==> config.mk <==
export PLATFORM = sky130hd
export DESIGN_NAME = afl_fifo
export DESIGN_NICKNAME = d
export VERILOG_FILES = /design/src/rtl/core/afl_pkg.sv /design/src/rtl/core/afl_fifo.sv
export SDC_FILE = /design/constraint.sdc
export NUM_CORES = 1
export LEC_CHECK = 0
export BUFFER_PORTS_ARGS = -buffer_cell sky130_fd_sc_hd__buf_2
export CORE_UTILIZATION = 40
export DETAILED_ROUTE_END_ITERATION = 8
export PLACE_DENSITY = 0.69
export SKIP_CTS_REPAIR_TIMING = 1
export SLEW_MARGIN = 20
export SYNTH_ARGS = -nofsm -noshare
export SYNTH_HDL_FRONTEND = slang
export SYNTH_SLANG_ARGS = --single-unit
==> constraint.sdc <==
create_clock -name clk -period 3.3 [get_ports clk]
set_input_delay 0.66 -clock clk [delete_from_list [all_inputs] [get_ports clk]]
set_output_delay 0.66 -clock clk [all_outputs]
set_load 0.02 [all_outputs]
==> src/rtl/core/afl_pkg.sv <==
`timescale 1ns / 1ps

package afl_pkg;

  localparam int BUFFER_FRAMES = 65536;
  localparam int CHANNELS      = 2;
  localparam int SINE_ENTRIES  = 1024;

  localparam int SAMPLE_W  = 16;
  localparam int CH_W      = 3;
  localparam int CNT_CFG_W = 4;
  localparam int DELAY_W   = 16;
  localparam int PHASE_W   = 32;
  localparam int CFG_IDX_W = 2;
  localparam int CFG_DATA_W = 32;

  localparam int FRAME_W   = $clog2(BUFFER_FRAMES);
  localparam int MEM_DEPTH = BUFFER_FRAMES * CHANNELS;
  localparam int ADDR_W    = $clog2(MEM_DEPTH);
  localparam int SW        = $clog2(SINE_ENTRIES);
  localparam int QUARTER   = SINE_ENTRIES / 4;
  localparam int QW        = $clog2(QUARTER);
  localparam int MAG_W     = 15;

  localparam int FIFO_DEPTH = 4;
  localparam int PTR_W      = $clog2(FIFO_DEPTH);

  localparam logic [PHASE_W-1:0]   PHASE_STEP_RESET = 32'd89478;
  localparam logic [CNT_CFG_W-1:0] CHANNELS_RESET   = 4'd2;

  localparam longint Q30_ONE      = 64'sd1073741824;
  localparam longint Q30_ONE_HALF = Q30_ONE / 2;

  typedef enum logic [CFG_IDX_W-1:0] {
    REG_BASE_DELAY = 2'd0,
    REG_DEPTH      = 2'd1,
    REG_PHASE_STEP = 2'd2,
    REG_CHANNELS   = 2'd3
  } cfg_reg_t;

  typedef struct packed {
    logic [DELAY_W-1:0]   base_delay;
    logic [DELAY_W-1:0]   depth_amount;
    logic [PHASE_W-1:0]   phase_step;
    logic [CNT_CFG_W-1:0] channels_in_use;
  } afl_cfg_t;

  typedef struct packed {
    logic signed [SAMPLE_W-1:0] sample;
    logic [CH_W-1:0]            ch;
    logic                       has_mem;
    logic [FRAME_W-1:0]         wp;
    logic [SW-1:0]              k;
  } afl_item_t;

  // Magnitude of the Q15 sine for a quarter-wave position tidx, where tidx
  // equal to QUARTER is the peak of the wave.
  function automatic logic [MAG_W-1:0] sine_mag(input longint tidx);
    longint t;
    longint u;
    longint acc;
    longint s;
    longint v;
    t   = tidx <<< (32 - SW);
    u   = (t * t) / Q30_ONE;
    acc = 64'sd172274;
    acc = -64'sd5026996 + (acc * u) / Q30_ONE;
    acc = 64'sd85569306 + (acc * u) / Q30_ONE;
    acc = -64'sd693598668 + (acc * u) / Q30_ONE;
    acc = 64'sd1686629713 + (acc * u) / Q30_ONE;
    s   = (t * acc) / Q30_ONE;
    if (s < 0) begin
      s = 0;
    end
    v = (s * 32767 + Q30_ONE_HALF) / Q30_ONE;
    if (v > 32767) begin
      v = 32767;
    end
    return MAG_W'(v);
  endfunction

  typedef logic [QUARTER-1:0][MAG_W-1:0] sine_tab_t;

  function automatic sine_tab_t build_sine_tab();
    sine_tab_t tab;
    for (int i = 0; i < QUARTER; i++) begin
      tab[i] = sine_mag(longint'(i));
    end
    return tab;
  endfunction

  localparam sine_tab_t        SINE_TAB  = build_sine_tab();
  localparam logic [MAG_W-1:0] SINE_PEAK = sine_mag(longint'(QUARTER));

endpackage

==> src/rtl/core/afl_fifo.sv <==
`timescale 1ns / 1ps

module afl_fifo
  import afl_pkg::*;
(
  input  logic      clk,
  input  logic      rst,
  input  logic      push,
  input  afl_item_t push_item,
  input  logic      pop,
  output afl_item_t pop_item,
  output logic      valid,
  output logic      full
);

  localparam int CNT_W = PTR_W + 1;

  afl_item_t          entries [FIFO_DEPTH];
  logic [PTR_W-1:0]   wptr;
  logic [PTR_W-1:0]   rptr;
  logic [CNT_W-1:0]   count;

  assign valid    = (count != '0);
  assign full     = (count == CNT_W'(FIFO_DEPTH));
  assign pop_item = entries[rptr];

  always_ff @(posedge clk) begin
    if (rst) begin
      wptr  <= '0;
      rptr  <= '0;
      count <= '0;
    end else begin
      if (push) begin
        wptr <= wptr + PTR_W'(1);
      end
      if (pop) begin
        rptr <= rptr + PTR_W'(1);
      end
      if (push && !pop) begin
        count <= count + CNT_W'(1);
      end else if (pop && !push) begin
        count <= count - CNT_W'(1);
      end
    end
  end

  always_ff @(posedge clk) begin
    if (push) begin
      entries[wptr] <= push_item;
    end
  end

  a_no_overflow: assert property (@(posedge clk) disable iff (rst) push |-> !full || pop)
    else $error("Queue written while full.");
  a_no_underflow: assert property (@(posedge clk) disable iff (rst) pop |-> valid)
    else $error("Queue read while empty.");

endmodule

## Yosys cells after proc, flatten, opt, wreduce, memory -nomap -nowiden

Memory sizes are Yosys's and may differ from the RTL's. A register that Yosys moved wholly into a read port is not among the register bits.
Cells that the tools add are included.

| cells by class | value |
|---|---|
| add/sub/neg operators | 4 |
| equal/unequal tests | 1 |
| muxes and demuxes | 6 |
| reduce and logical (&&, ||, !) cells | 6 |

Operators with widths:

| kind | count |
|---|---|
| 2-to-1 mux 3 bit | 2 |
| adder 2 x 1 -> 2 bit (second input constant) | 2 |
| 2-to-1 mux 2 bit | 2 |
| adder 3 x 1 -> 3 bit (second input constant) | 1 |
| == test 3 bit (second input constant) | 1 |
| nonzero test 3 bit | 1 |
| subtractor 3 x 1 -> 3 bit (second input constant) | 1 |
| logical AND 1 bit | 2 |
| logical NOT 1 bit | 2 |
| 2-to-1 mux 1 bit | 2 |
| nonzero test 2 bit | 1 |

| storage, ports and cells | value |
|---|---|
| register bits | 7 |
| RAM bits | 184 |
| input port bits | 50 |
| logic and storage cells | 21 |
| memories | 1 |

Memories:

| name | depth | width | rd ports | clocked after Yosys merged registers in | write ports | line | text |
|---|---|---|---|---|---|---|---|
| entries | 4 | 46 | 1 | 1 | 1 | afl_fifo.sv:18 | `afl_item_t entries [FIFO_DEPTH];` |

## Longest topological paths before layout

| logic depth | value |
|---|---|
| depth after elaboration | 4 |
| mapped depth | 7 |
| mapped depth without buffers | 7 |

## Worst setup path before layout

Ideal clock, no wire load.

| timing path | value |
|---|---|
| kind | input to register |
| start point | in push |
| end point | mem entries[0][0] (netlist name), enable pin |
| library setup time | 0.408 ns |
| arrival | 1.765 ns |
| data required time | 2.892 ns |
| setup slack | 1.127 ns |
| cell stages on the path | 1 |
| cells stage by stage | and2_1 |

| on the way | value |
|---|---|
| longest elaborated chain between the ends | 2 |

RTL lines:

| item | line | text |
|---|---|---|
| from (decl) | afl_fifo.sv:8 | `input logic push,` |
| 2-to-1 mux 1 bit | afl_fifo.sv:48 | `if (push) begin` |
| 2-to-1 mux 1 bit (not written as such) | afl_fifo.sv:49 | `entries[wptr] <= push_item;` |
| to (decl) | afl_fifo.sv:18 |  |

No other way between the ends.

==> out/results.txt <==
Run status -> finished clean
Starting Density -> 0.411
DRT antenna net count -> 0
Synthesis Warnings -> 0
NumNets Final -> 455
Fmax -> 361 MHz
RD Place Congestion -> 0.648
Syn-to-layout area delta -> 18.9%
Total Die Area -> 18400 um^2
Total Power -> 5.42 mW
Die X -> 136 um
Reg2reg start -> wptr[0]$_SDFFE_PP0P_
Fin area -> 8480 um^2
CP Capture Type -> output port
Total clock buffers created by CTS -> 17
Cell count after synthesis -> 284
DP HPWL -> 7480 um
HP Start -> push_item[21]
GRT Util Overall -> 0.144
Clk sink count -> 193
Hold Path Depth -> 1
Grt ovf -> 0
Worst min path class -> in2reg
Largest net degree at the start of global routing -> 32
Pre-antenna DRT Iters -> 5
Worst clock skew -> 0.00568 ns
CP peak stage delay -> 0.60 ns
Req. time, crit path -> 2.64 ns
Setup WS pre-CTS -> 0.922 ns
Final Cycle Share -> 0.840
Area of the core -> 17400 um^2
Min-Delay Endpoint -> entries[1][21]$_DFFE_PP_
Initial DRC count -> 204
ANT cells -> 0
Clock Path Buffers -> 2
DR vias/cell -> 4.97
Peak VDD IR -> 0.361 mV
Drt wl/cell -> 19.0 um
Setup Crit Path Kind -> reg2out
Crit path max fanout -> 31
Fin worst setup slack -> 0.529 ns
Distinct cells, synth -> 22
H-Tree Depth -> 4
Hold WS -> 0.438 ns
Syn Area/Cell -> 25.1 um^2
Clk root buf -> clkbuf_16
Crit path cell chain -> buf_12 -> mux4_1 -> buf_2
Antenna violations before repair -> 0
Setup TNS Final -> 0 ns
Worst R2R Setup Slack -> 1.55 ns
Hold Fails Final Rpt -> 0
Placed inst area -> 7890 um^2
Crit start category -> flop
Number of global-route vias before repair -> 3442
Seq/Total Area, Yosys -> 0.800
Reg clk slew, reported paths -> 0.07 ns
Layout cell share with drive strength beyond 1 -> 0.444
Slowest cell on crit path -> mux4_1
Flops & latches, synth -> 193
Final Slew Violations -> 0
Pwr/cell area -> 639 nW/um^2
Io pins -> 98
Global-route wire length before repair -> 18600 um
Mapped Nets -> 340
Worst R2R End -> entries[3][3]$_DFFE_PP_
Least-Margin Pin Slew -> 0.629 ns
WL final -> 12100 um
Commonest non-fill, non-tap cell in the layout -> edfxtp_1
Most frequent cells in the layout -> edfxtp_1, buf_2, mux4_2, clkbuf_16, buf_4
Crit path time final -> 2.77 ns
R2R cell count -> 3
DRC -> 0
Clock latency at the later pin of the worst-skew pair -> 0.43 ns
RSZ-0062 raised after global routing -> false
Crit path arrival time -> 2.11 ns
PortBufs -> 97
Max-cap viol count -> 0
Mapped Area -> 7130 um^2
Lkg Pwr -> 2.90 nW
Relative slew slack -> 0.581
Chip height -> 136 um
CTS tree -> yes
Setup Viol. Count Final -> 0
Row count -> 48
Vias -> 3167
cell families (layout without fill, tap and decap cells):
kind of cell    Yosys count  in the layout  synth area share
mux                      48             48             0.151
compound gates            2              2           0.00140
buf+inv                  15            143            0.0189
fa+ha+maj                 6              6            0.0116
xor+xnor                  5              5           0.00614
flops                   193            193             0.800
simple gates             15             15            0.0105
how the worst max path moves through the flow:
| stage | end | slack (ns) | depth (start not counted) |
|---|---|---|---|
| after global routing | pop_item[45] | 0.39 | 3 |
| after CTS | pop_item[45] | 0.45 | 3 |
| final | pop_item[45] | 0.53 | 3 |
| after global placement | pop_item[45] | 0.94 | 3 |
| after detailed placement | pop_item[45] | 0.92 | 3 |
| after floorplan | entries[0][0]$_DFFE_PP_ | 1.13 | 1 |
area by class of cell:
cell class / instances / area (um^2)
tap: 225 / 282
timing repair buffer: 107 / 586
clock buffer: 23 / 522
clock inverter: 9 / 66.3
inverter: 4 / 15.0
fill: 1411 / 8880
multi-input combinational: 76 / 1290
sequential: 193 / 5710
power by group:
part           switching (mW)  leakage (nW)  total, mW  internal, mW
sequential             0.0522          1.77       2.86          2.81
combinational           0.324         0.843      0.569         0.245
clock                   0.863         0.290       1.99          1.13
total                    1.24          2.90       5.42          4.18
critical path: cells and delay by family (launching register included):
kind,cells,cell delay (ns)
mux,1,0.60
flops,1,0.57
buf+inv,2,0.49
cell usage after synthesis (all sizes together):
master | n | area share
dfxtp | 9 | 0.025
and2 | 4 | 0.0035
xnor2 | 2 | 0.0025
nand2 | 1 | 0.00053
o21ai | 1 | 0.00070
fa | 1 | 0.0028
inv | 4 | 0.0021
a21oi | 1 | 0.00070
or3 | 2 | 0.0018
nor3b | 1 | 0.0011
edfxtp | 184 | 0.77
xor2 | 3 | 0.0037
mux4 | 46 | 0.15
buf | 9 | 0.016
nor2 | 7 | 0.0037
clkbuf | 2 | 0.0012
mux2i | 2 | 0.0028
ha | 5 | 0.0088
registers in the layout, indices dropped and copies added (netlist names), named ones only:
| signal | count |
|---|---|
| entries | 184 |
| rptr | 2 |
| count | 3 |
| wptr | 2 |
metrics by stage:
stage | cells | util
after floorplan | 284 | -
after global routing | 637 | 0.488
final | 637 | 0.488
after detailed placement | 605 | 0.454
after global placement | 605 | 0.454
after CTS | 637 | 0.488
per-layer routing:
layer  up-vias  routed length, um  GRT usage
li1       1429                  -          -
met1      1653               4840      0.162
met2        73               6400      0.247
met3        12                652     0.0509
met4         0                191     0.0599
met5         -                  0          0
No activity file was read; power rests on OpenSTA's default activity.
