===== config.mk =====
export PLATFORM = sky130hd
export DESIGN_NAME = afl_front
export DESIGN_NICKNAME = d
export VERILOG_FILES = /design/src/rtl/core/afl_pkg.sv /design/src/rtl/core/afl_front.sv
export SDC_FILE = /design/constraint.sdc
export NUM_CORES = 1
export LEC_CHECK = 0
export BUFFER_PORTS_ARGS = -buffer_cell sky130_fd_sc_hd__buf_2
export CORE_MARGIN = 2
export CORE_UTILIZATION = 54
export DETAILED_ROUTE_END_ITERATION = 12
export GPL_ROUTABILITY_DRIVEN = 0
export GPL_TIMING_DRIVEN = 0
export PLACE_DENSITY = 0.87
export SKIP_CTS_REPAIR_TIMING = 1
export SLEW_MARGIN = 20
export SYNTH_ARGS = -nofsm -noshare
export SYNTH_HDL_FRONTEND = slang
export SYNTH_SLANG_ARGS = --single-unit

===== constraint.sdc =====
create_clock -name clk -period 6.65 [get_ports clk]
set_clock_uncertainty 0.2 [all_clocks]
set_input_delay 0.3325 -clock clk [delete_from_list [all_inputs] [get_ports clk]]
set_output_delay 0.3325 -clock clk [all_outputs]
set_load 0.03 [all_outputs]

===== src/rtl/core/afl_pkg.sv =====
`timescale 1ns / 1ps

package afl_pkg;

  localparam int BUFFER_FRAMES = 65536;
  localparam int CHANNELS      = 2;
  localparam int SINE_ENTRIES  = 1024;

  localparam int SAMPLE_W  = 16;
  localparam int CH_W      = 3;
  localparam int CNT_CFG_W = 4;
  localparam int DELAY_W   = 16;
  localparam int PHASE_W   = 32;
  localparam int CFG_IDX_W = 2;
  localparam int CFG_DATA_W = 32;

  localparam int FRAME_W   = $clog2(BUFFER_FRAMES);
  localparam int MEM_DEPTH = BUFFER_FRAMES * CHANNELS;
  localparam int ADDR_W    = $clog2(MEM_DEPTH);
  localparam int SW        = $clog2(SINE_ENTRIES);
  localparam int QUARTER   = SINE_ENTRIES / 4;
  localparam int QW        = $clog2(QUARTER);
  localparam int MAG_W     = 15;

  localparam int FIFO_DEPTH = 4;
  localparam int PTR_W      = $clog2(FIFO_DEPTH);

  localparam logic [PHASE_W-1:0]   PHASE_STEP_RESET = 32'd89478;
  localparam logic [CNT_CFG_W-1:0] CHANNELS_RESET   = 4'd2;

  localparam longint Q30_ONE      = 64'sd1073741824;
  localparam longint Q30_ONE_HALF = Q30_ONE / 2;

  typedef enum logic [CFG_IDX_W-1:0] {
    REG_BASE_DELAY = 2'd0,
    REG_DEPTH      = 2'd1,
    REG_PHASE_STEP = 2'd2,
    REG_CHANNELS   = 2'd3
  } cfg_reg_t;

  typedef struct packed {
    logic [DELAY_W-1:0]   base_delay;
    logic [DELAY_W-1:0]   depth_amount;
    logic [PHASE_W-1:0]   phase_step;
    logic [CNT_CFG_W-1:0] channels_in_use;
  } afl_cfg_t;

  typedef struct packed {
    logic signed [SAMPLE_W-1:0] sample;
    logic [CH_W-1:0]            ch;
    logic                       has_mem;
    logic [FRAME_W-1:0]         wp;
    logic [SW-1:0]              k;
  } afl_item_t;

  // Magnitude of the Q15 sine for a quarter-wave position tidx, where tidx
  // equal to QUARTER is the peak of the wave.
  function automatic logic [MAG_W-1:0] sine_mag(input longint tidx);
    longint t;
    longint u;
    longint acc;
    longint s;
    longint v;
    t   = tidx <<< (32 - SW);
    u   = (t * t) / Q30_ONE;
    acc = 64'sd172274;
    acc = -64'sd5026996 + (acc * u) / Q30_ONE;
    acc = 64'sd85569306 + (acc * u) / Q30_ONE;
    acc = -64'sd693598668 + (acc * u) / Q30_ONE;
    acc = 64'sd1686629713 + (acc * u) / Q30_ONE;
    s   = (t * acc) / Q30_ONE;
    if (s < 0) begin
      s = 0;
    end
    v = (s * 32767 + Q30_ONE_HALF) / Q30_ONE;
    if (v > 32767) begin
      v = 32767;
    end
    return MAG_W'(v);
  endfunction

  typedef logic [QUARTER-1:0][MAG_W-1:0] sine_tab_t;

  function automatic sine_tab_t build_sine_tab();
    sine_tab_t tab;
    for (int i = 0; i < QUARTER; i++) begin
      tab[i] = sine_mag(longint'(i));
    end
    return tab;
  endfunction

  localparam sine_tab_t        SINE_TAB  = build_sine_tab();
  localparam logic [MAG_W-1:0] SINE_PEAK = sine_mag(longint'(QUARTER));

endpackage


===== src/rtl/core/afl_front.sv =====
`timescale 1ns / 1ps

module afl_front
  import afl_pkg::*;
(
  input  logic                clk,
  input  logic                rst,
  input  afl_cfg_t            cfg,
  input  logic                s_tvalid,
  output logic                s_tready,
  input  logic [SAMPLE_W-1:0] s_tdata,
  input  logic [CH_W-1:0]     s_tuser,
  input  logic                room,
  output logic                push,
  output afl_item_t           item
);

  logic [FRAME_W-1:0]   wp;
  logic [PHASE_W-1:0]   phase;
  logic [CNT_CFG_W-1:0] eff;
  logic                 last;

  always_comb begin
    if (cfg.channels_in_use == '0) begin
      eff = CNT_CFG_W'(1);
    end else if (cfg.channels_in_use > CNT_CFG_W'(CHANNELS)) begin
      eff = CNT_CFG_W'(CHANNELS);
    end else begin
      eff = cfg.channels_in_use;
    end
  end

  assign last     = (CNT_CFG_W'(s_tuser) == eff - CNT_CFG_W'(1));
  assign s_tready = room;
  assign push     = s_tvalid && s_tready;

  always_comb begin
    item.sample  = s_tdata;
    item.ch      = s_tuser;
    item.has_mem = (CNT_CFG_W'(s_tuser) < CNT_CFG_W'(CHANNELS));
    item.wp      = wp;
    item.k       = phase[PHASE_W-1 -: SW];
  end

  always_ff @(posedge clk) begin
    if (rst) begin
      wp    <= '0;
      phase <= '0;
    end else if (push && last) begin
      wp    <= wp + FRAME_W'(1);
      phase <= phase + cfg.phase_step;
    end
  end

endmodule


[Yosys cells after proc, flatten, opt, wreduce, memory -nomap -nowiden]
Index checks and enable logic that the tools add are counted.
W data, S select, Z words.
Storage, ports and cells
  bits in registers: 48
  input port bits: 91
  output and inout bits: 48
  word-level logic and storage cells: 13
Operators by class
  add/sub/neg operators: 3
  order comparisons: 2
  equal/unequal tests: 1
  mux-type cells: 2
  reduce and logical (&&, ||, !) cells: 3
Operators by type and width (count)
  $add A32 B32 Y32: 1
  $add A16 B1 Y16 const B: 1
  $mux W4: 2
  $eq A3 B4 Y1: 1
  $gt A4 B2 Y1 const B: 1
  $logic_not A4 Y1: 1
  $sub A4 B1 Y4 const B: 1
  $lt A3 B2 Y1 const B: 1
  $logic_and A1 B1 Y1: 2

[Longest topological paths before layout]
Gate-level depths: netlist of the first run.
  depth in word-level cells: 6
  mapped depth: 11
  depth with buffers taken out: 11

[Worst setup path after synthesis of the first run]
Ideal clock, no wire load.
  kind: input to register
  start: input port cfg[4] (netlist name)
  end: register phase[26]
  library setup time: 120 ps
  arrival: 2692 ps
  required time: 6330 ps
  path slack: 3639 ps
  stages: 10
  buffers on the path: 0
  cell sequence: ha_1 -> fa_1 -> a21o_1 -> a221oi_2 -> o31a_1 -> o21ai_2 -> a41o_1 -> a31oi_1 -> o21ai_0 -> a211o_1
Between the ends
  longest elaborated chain between the ends: 1
RTL lines
  start, declared: line afl_front.sv:8  | input afl_cfg_t cfg,
  $add A32 B32 Y32: line afl_front.sv:51  | phase <= phase + cfg.phase_step;
  end signal, assigned: line afl_front.sv:51
  end, declared: line afl_front.sv:19  | logic [PHASE_W-1:0] phase;
Every way passes these cells.
A chain may end at the register's enable or synchronous reset.

[Worst setup path after layout of the first run]
  start: register phase[0]
  end: register phase[26]
Between the ends
  longest elaborated chain between the ends: 1
RTL lines (line)
  $add A32 B32 Y32: afl_front.sv:51
Every way passes these cells.

==> impl_summary.log, run 1 <==
INFO  metric run_status = finished clean
INFO  metric synth_top_flop_cell = sky130_fd_sc_hd__dfxtp_1
INFO  metric num_antenna_cells = 0
INFO  metric slew_viols_final = 0
INFO  metric synthDistinctLibCells = 51
INFO  metric groute.usage.overall = 0.2275
INFO  metric worst_ep_required_time = 6.71 ns
INFO  metric drc = 0
INFO  metric clk_transition_reported_paths = 0.10 ns
INFO  metric crit_chain = ha_1 -> fa_1 -> a21o_1 -> a221oi_2 -> o31a_1 -> o21ai_2 -> a41o_1 -> a31oi_1 -> o21ai_0 -> nor4_1 -> a211o_1
INFO  metric cts_buffers = 5
INFO  metric setup-violations-final = 0
INFO  metric syn-num-nets = 603
INFO  metric cpPeakStageDelay = 0.41 ns
INFO  metric io_buffer_count = 88
INFO  metric vias_per_cell = 5.569
INFO  metric slew_headroom = 0.6186
INFO  metric cell_family_with_most_cp_delay = compound AO/OA/AOI/OAI gates
INFO  metric layout_worst_path_cycle_share = 0.5092
INFO  metric accumulated_negative_setup_slack = 0 ns
INFO  metric syn-instance-count = 478
INFO  metric syn_avg_cell_area = 7.719 um^2
INFO  metric ir_worst_vdd = 115.0 uV
INFO  metric num_vias = 3642
INFO  metric placeableCoreArea = 6719 um^2
INFO  metric route.final.wire_length = 8775 um
INFO  metric critical_path_peak_fanout = 5
INFO  metric synth_seq_cells = 48
INFO  metric p_clk_frac = 0.374
INFO  metric share_of_post_route_cells_with_drive_strength_above_1 = 0.2474
INFO  metric timing_hold_violations_final = 0
INFO  metric combPwrFrac = 0.200
INFO  metric nNetsFinal = 698
INFO  metric multi_input_gate_area = 2392 um^2
INFO  metric grt_start_max_net_pins = 17
INFO  metric hold_class = primary input to flop
INFO  metric crit_slowest_cell = sky130_fd_sc_hd__fa_1
INFO  metric areaGrowthSynthToFinish = 18.38%
INFO  metric netSwitchingFraction = 0.2781
INFO  metric detail-route-antenna-nets = 0
INFO  metric timing.critical_path.from_type = flop
INFO  metric power.sequential.fraction = 0.425
INFO  metric power.internal = 0.4993 mW
INFO  metric layout.cells.most_common = sky130_fd_sc_hd__buf_2
INFO  metric arrival = 3.45 ns
INFO  metric fp.dieH = 86.66 um
INFO  metric number_of_global_route_vias_before_repair = 3218
INFO  metric clk_root_buf = sky130_fd_sc_hd__clkbuf_8
INFO  metric rsz0062_at_grt = no
INFO  metric post_detailed_placement_half_perimeter_wirelength = 6753 um
INFO  metric clock-sinks = 48
INFO  metric antenna_found_initial = 0
INFO  metric timing_worst_slew_pin_value = 0.5721 ns
INFO  metric grt-ovfl-total = 0
INFO  metric endpoint_kind = flop
INFO  metric switching_power = 0.1923 mW
INFO  metric seqCellArea = 960.9 um^2
INFO  metric clock_path_buffers = 2
INFO  metric count_of_flip_flops_with_a_built_in_enable_after_synthesis = 0
INFO  metric dieWidth = 86.66 um
INFO  metric synth-warning-count = 0
INFO  metric final.min_clock_period = 3.386 ns
INFO  metric netlist_area = 3690 um^2
INFO  metric drt-wirelength-per-cell = 13.42 um
INFO  metric io_pins = 139
INFO  metric critical_path.n_buffers_inverters = 0
INFO  metric power.leakage = 2.096 nW
INFO  metric fillerInstances = 575
INFO  metric clock.fmax = 295.3 MHz
INFO  metric design.die.area = 7510 um^2
INFO  metric h-tree-depth = 2
INFO  metric finish.utilization = 0.6501
INFO  metric drtPass1Iterations = 4
INFO  metric mostFrequentLayoutCells = sky130_fd_sc_hd__buf_2 (90), sky130_fd_sc_hd__nand2_1 (71), sky130_fd_sc_hd__a21oi_1 (53)
INFO  metric worst-setup-path-type = flop to flop
INFO  metric ys_async_sr_fraction = 0
INFO  metric std_cell_rows = 30
INFO  metric synth_seq_area_share = 0.2604
INFO  metric tritoncts = done
INFO  metric effective_utilization_at_floorplan = 0.5492
INFO  metric power.density = 158.3 nW/um^2
INFO  metric first_iter_violations = 163
INFO  metric clock_latency = 0.31 ns
INFO  metric timing.max_cap.violations = 0
INFO  metric grt_pass1_wl = 13880 um
-- cells in the mapped netlist, types with 8 or more instances --
cell | n | area [um^2]
sky130_fd_sc_hd__a21oi_1 | 53 | 265.3
sky130_fd_sc_hd__xnor2_1 | 19 | 166.4
sky130_fd_sc_hd__buf_4 | 30 | 225.2
sky130_fd_sc_hd__a21o_1 | 15 | 112.6
sky130_fd_sc_hd__clkbuf_1 | 20 | 75.07
sky130_fd_sc_hd__nand3_1 | 18 | 90.09
sky130_fd_sc_hd__ha_1 | 33 | 412.9
sky130_fd_sc_hd__nor3_1 | 8 | 40.04
sky130_fd_sc_hd__nand2_1 | 71 | 266.5
sky130_fd_sc_hd__xor2_1 | 20 | 175.2
sky130_fd_sc_hd__nor2_1 | 35 | 131.4
sky130_fd_sc_hd__o21ai_0 | 11 | 55.05
sky130_fd_sc_hd__dfxtp_1 | 48 | 960.9
-- state kept, by name (all words and copies together), names as in the netlist --
register / count
phase: 32
wp: 16
-- logic make-up (layout without fill, tap and decap cells) --
logic type               count (synthesis)  after routing  synth area share
AO/OA/AOI/OAI                          126            126            0.2214
XOR/XNOR                                39             39           0.09257
adder cells (fa/ha/maj)                 34             34            0.1173
buffers and inverters                   59            155           0.09122
flip-flops                              48             48            0.2604
multiplexers                             2              2          0.006103
AND/OR/NAND/NOR                        170            170            0.2109
-- cell type report --
| class | count | area share |
|---|---|---|
| inverter | 7 | 0.006015 |
| tap | 80 | 0.02292 |
| timing repair buffer | 88 | 0.1008 |
| buffer | 52 | 0.07104 |
| clock buffer | 5 | 0.01575 |
| clock inverter | 3 | 0.01575 |
| multi-input combinational | 371 | 0.5477 |
| sequential | 48 | 0.2200 |
-- path summary, 6_finish.rpt --
path	startpoint	end	slack, ns	cells after the start
max	phase[0]	phase[26]	3.26	11
min	cfg[4]	phase[0]	0.22	4
max reg2reg	phase[0]	phase[26]	3.26	11
min reg2reg	phase[10]	phase[10]	0.26	2
-- power by group through the flow --
stage,logic [mW],registers [mW],clock network (mW)
floorplan,0.0999,0.301,0
global placement,0.133,0.301,0
detailed placement,0.137,0.301,0
CTS,0.138,0.294,0.262
global route,0.153,0.295,0.272
finish,0.138,0.294,0.259
-- per-stage QoR --
step	instance area (um^2)	worst slack (ns)	hold slack [ns]	cells	power, mW
6_report	4368	3.264	0.2200	654	0.6916
5_1_grt	4368	3.141	0.2652	654	0.7194
4_1_cts	4368	3.312	0.2105	654	0.6942
3_5_place_dp	4230	3.190	0.2495	646	0.4379
3_3_place_gp	4230	3.207	0.2412	646	0.4339
2_1_floorplan	3690	3.639	0.2356	478	0.4004
-- per-layer routing --
metal / track usage / routed length (um) / up-vias
li1: - / - / 1849
met1: 0.2789 / 3914 / 1687
met2: 0.4112 / 4359 / 90
met3: 0.02762 / 301 / 16
met4: 0.07386 / 201 / 0
met5: 0 / 0 / -
-- worst reg2reg max path, stage by stage, from the launching register on --
cell and delay [ns]:
sky130_fd_sc_hd__dfxtp_1 0.33, sky130_fd_sc_hd__ha_1 0.20, sky130_fd_sc_hd__fa_1 0.41, sky130_fd_sc_hd__a21o_1 0.20, sky130_fd_sc_hd__a221oi_2 0.35, sky130_fd_sc_hd__o31a_1 0.33, sky130_fd_sc_hd__o21ai_2 0.13, sky130_fd_sc_hd__a41o_1 0.25
sky130_fd_sc_hd__a31oi_1 0.36, sky130_fd_sc_hd__o21ai_0 0.23, sky130_fd_sc_hd__nor4_1 0.22, sky130_fd_sc_hd__a211o_1 0.13
Power figures use the tool's default switching activity.
==> run 2, diff against run 1 <==
--- a/config.mk
+++ b/config.mk
@@ -7,11 +7,11 @@
 export LEC_CHECK = 0
 export BUFFER_PORTS_ARGS = -buffer_cell sky130_fd_sc_hd__buf_2
 export CORE_MARGIN = 2
-export CORE_UTILIZATION = 54
+export CORE_UTILIZATION = 50
 export DETAILED_ROUTE_END_ITERATION = 12
 export GPL_ROUTABILITY_DRIVEN = 0
 export GPL_TIMING_DRIVEN = 0
-export PLACE_DENSITY = 0.87
+export PLACE_DENSITY = 0.81
 export SKIP_CTS_REPAIR_TIMING = 1
 export SLEW_MARGIN = 20
 export SYNTH_ARGS = -nofsm -noshare
==> constraint.sdc (replaced) <==
create_clock -name clk -period 3.4 [get_ports clk]
set_clock_uncertainty 0.2 [all_clocks]
set_input_delay 0.17 -clock clk [delete_from_list [all_inputs] [get_ports clk]]
set_output_delay 0.17 -clock clk [all_outputs]
set_load 0.03 [all_outputs]
==> impl_summary.log, run 2 (same netlist as run 1, synthesis figures left out) <==
INFO  metric run_status = finished clean
INFO  metric number_of_flip_flops_under_the_largest_register_name = 32 (unchanged)
INFO  metric critical_path_peak_fanout = 5 (unchanged)
INFO  metric hold_class = primary input to flop
INFO  metric clk_transition_reported_paths = 0.10 ns (about the same)
INFO  metric effective_utilization_at_floorplan = 0.5114 (-0.03772)
INFO  metric crit_slowest_cell = sky130_fd_sc_hd__ha_1
INFO  metric dieWidth = 89.91 um (+3.7%)
INFO  metric clock_path_buffers = 2 (unchanged)
INFO  metric cpPeakStageDelay = 0.35 ns (-0.06 ns)
INFO  metric final.min_clock_period = 3.210 ns (-0.1764 ns)
INFO  metric hold_path_depth = 4 (unchanged)
INFO  metric grt_start_max_net_pins = 17 (unchanged)
INFO  metric num_antenna_cells = 0 (unchanged)
INFO  metric layout_worst_path_cycle_share = 0.9440 (+0.4348)
INFO  metric worst_ep_required_time = 3.41 ns (-3.30 ns)
INFO  metric number_of_global_route_vias_before_repair = 3308 (+2.8%)
INFO  metric groute.usage.overall = 0.2121 (-0.01533)
INFO  metric tritoncts = done
INFO  metric design.die.area = 8083 um^2 (+7.6%)
INFO  metric critical_path_depth = 10 (-1)
INFO  metric r2r_start = phase[4]
INFO  metric nNetsFinal = 699 (+0.14%)
INFO  metric endpoint_kind = flop
INFO  metric io_buffer_count = 88 (unchanged)
INFO  metric grt_pass1_wl = 14600 um (+5.2%)
INFO  metric detail-route-antenna-nets = 0 (unchanged)
INFO  metric io_pins = 139 (unchanged)
INFO  metric ir_worst_vdd = 147.2 uV (+28%)
INFO  metric timing_worst_slew_pin_value = 0.5428 ns (-0.02934 ns)
INFO  metric timing_hold_violations_final = 0 (unchanged)
INFO  metric critical_path.n_buffers_inverters = 0 (unchanged)
INFO  metric h-tree-depth = 2 (unchanged)
INFO  metric finish.utilization = 0.6106 (-0.03944)
INFO  metric grt-ovfl-total = 0 (unchanged)
INFO  metric worst_r2r_path_depth = 10 (-1)
INFO  metric worst_setup_startpoint = phase[4]
INFO  metric clock_latency = 0.31 ns (about the same)
INFO  metric critical_path.endpoint = phase[31]
INFO  metric slew_viols_final = 0 (unchanged)
INFO  metric cell_family_with_most_cp_delay = compound AO/OA/AOI/OAI gates
INFO  metric slew_headroom = 0.6354 (+0.01677)
INFO  metric registers.top_by_ff_count = phase
INFO  metric clock-sinks = 48 (unchanged)
INFO  metric instance_count_after_placement_with_tap_cells_included = 665 (+2.9%)
INFO  metric areaGrowthSynthToFinish = 19.40%
INFO  metric mostFrequentLayoutCells = sky130_fd_sc_hd__buf_2 (90), sky130_fd_sc_hd__nand2_1 (71), sky130_fd_sc_hd__a21oi_1 (53)
INFO  metric num_vias = 3668 (+0.71%)
INFO  metric first_iter_violations = 188 (+15%)
INFO  metric timing.critical_path.from_type = flop
INFO  metric clock.fmax = 311.6 MHz (+5.5%)
INFO  metric std_cell_rows = 31 (+3.3%)
INFO  metric layout.cells.non_filler = 674 (+3.1%)
INFO  metric drt-wirelength-per-cell = 13.11 um (-2.3%)
INFO  metric power.leakage = 2.101 nW (+0.22%)
INFO  metric share_of_post_route_cells_with_drive_strength_above_1 = 0.2504 (+0.003048)
INFO  metric r2r_slack = 0.19 ns (-3.07 ns)
INFO  metric rsz0062_at_grt = no
INFO  metric power.density = 308.4 nW/um^2 (+95%)
INFO  metric layout.cells.most_common = sky130_fd_sc_hd__buf_2
INFO  metric setup-violations-final = 0 (unchanged)
INFO  metric drtPass1Iterations = 5 (+1)
INFO  metric timing.max_cap.violations = 0 (unchanged)
INFO  metric drc = 0 (unchanged)
INFO  metric arrival = 3.22 ns (-0.23 ns)
INFO  metric antenna_found_initial = 0 (unchanged)
INFO  metric accumulated_negative_setup_slack = 0 ns (unchanged)
INFO  metric placeableCoreArea = 7214 um^2 (+7.4%)
INFO  metric vias_per_cell = 5.442 (-2.3%)
INFO  metric post_detailed_placement_half_perimeter_wirelength = 6650 um (-1.5%)
INFO  metric crit_chain = ha_1 -> a21o_1 -> a31o_2 -> o21ai_1 -> a21oi_1 -> o21a_1 -> a21oi_1 -> o22a_1 -> mux2_2 -> mux2_2
INFO  metric clk_root_buf = sky130_fd_sc_hd__clkbuf_8
INFO  metric route.final.wire_length = 8833 um (+0.66%)
INFO  metric worst-setup-path-type = flop to flop
INFO  metric layout_top_registers = phase (32), wp (16)
INFO  metric cts_buffers = 5 (unchanged)
INFO  metric regToRegEndpoint = phase[31]
INFO  metric fp.dieH = 89.91 um (+3.7%)
[run 2: final cells by class]
cell class                      instances  area, um^2
Fill cell                             670        2809
Multi-Input combinational cell        371        2399
Sequential cell                        48       960.9
Timing Repair Buffer                   89       447.9
Buffer                                 52       310.3
Tap cell                               99       123.9
Clock buffer                            5       68.82
Clock inverter                          3       68.82
Inverter                                7       26.28
[run 2: per-layer routing]
| metal | GRT usage | up-vias | wire [um] |
|---|---|---|---|
| li1 | - | 1852 | - |
| met5 | 0 | - | 0 |
| met4 | 0.07308 | 0 | 152 |
| met1 | 0.2716 | 1701 | 3950 |
| met3 | 0.02263 | 10 | 423 |
| met2 | 0.3725 | 105 | 4307 |
[run 2: worst min path at each step]
stage / end / slack (ns) / from
after floorplan: phase[17] / 0.24 / phase[17]
after global placement: phase[4] / 0.24 / phase[4]
after detailed placement: phase[18] / 0.25 / phase[18]
after CTS: phase[0] / 0.03 / cfg[4]
after global routing: phase[0] / 0.06 / cfg[4]
final: phase[0] / 0.02 / cfg[4]
[run 2: worst min-delay path: cells and delay by family]
family	cells	cell delay, ns
adders and majority gates	1	0.11
AOI/OAI and AO/OA	1	0.10
buffers and inverters	1	0.08
and+or+nand+nor	1	0.04
[run 2: stage by stage]
step	setup slack (ns)	instance area (um^2)	power, mW	hold slack, ns
after floorplan	0.4383	3690	0.7831	0.2356
after global placement	0.07268	4254	0.8493	0.2414
after detailed placement	0.06804	4254	0.8562	0.2476
after CTS	0.03440	4392	1.364	0.02813
after global routing	0.02511	4405	1.416	0.05909
final	0.1903	4405	1.359	0.02374
[run 2: where the power goes]
part	switching [mW]	internal (mW)	total, mW	leakage, nW
sequential	0.00550	0.570	0.575	0.387
clock	0.215	0.296	0.511	0.0687
combinational	0.162	0.110	0.272	1.64
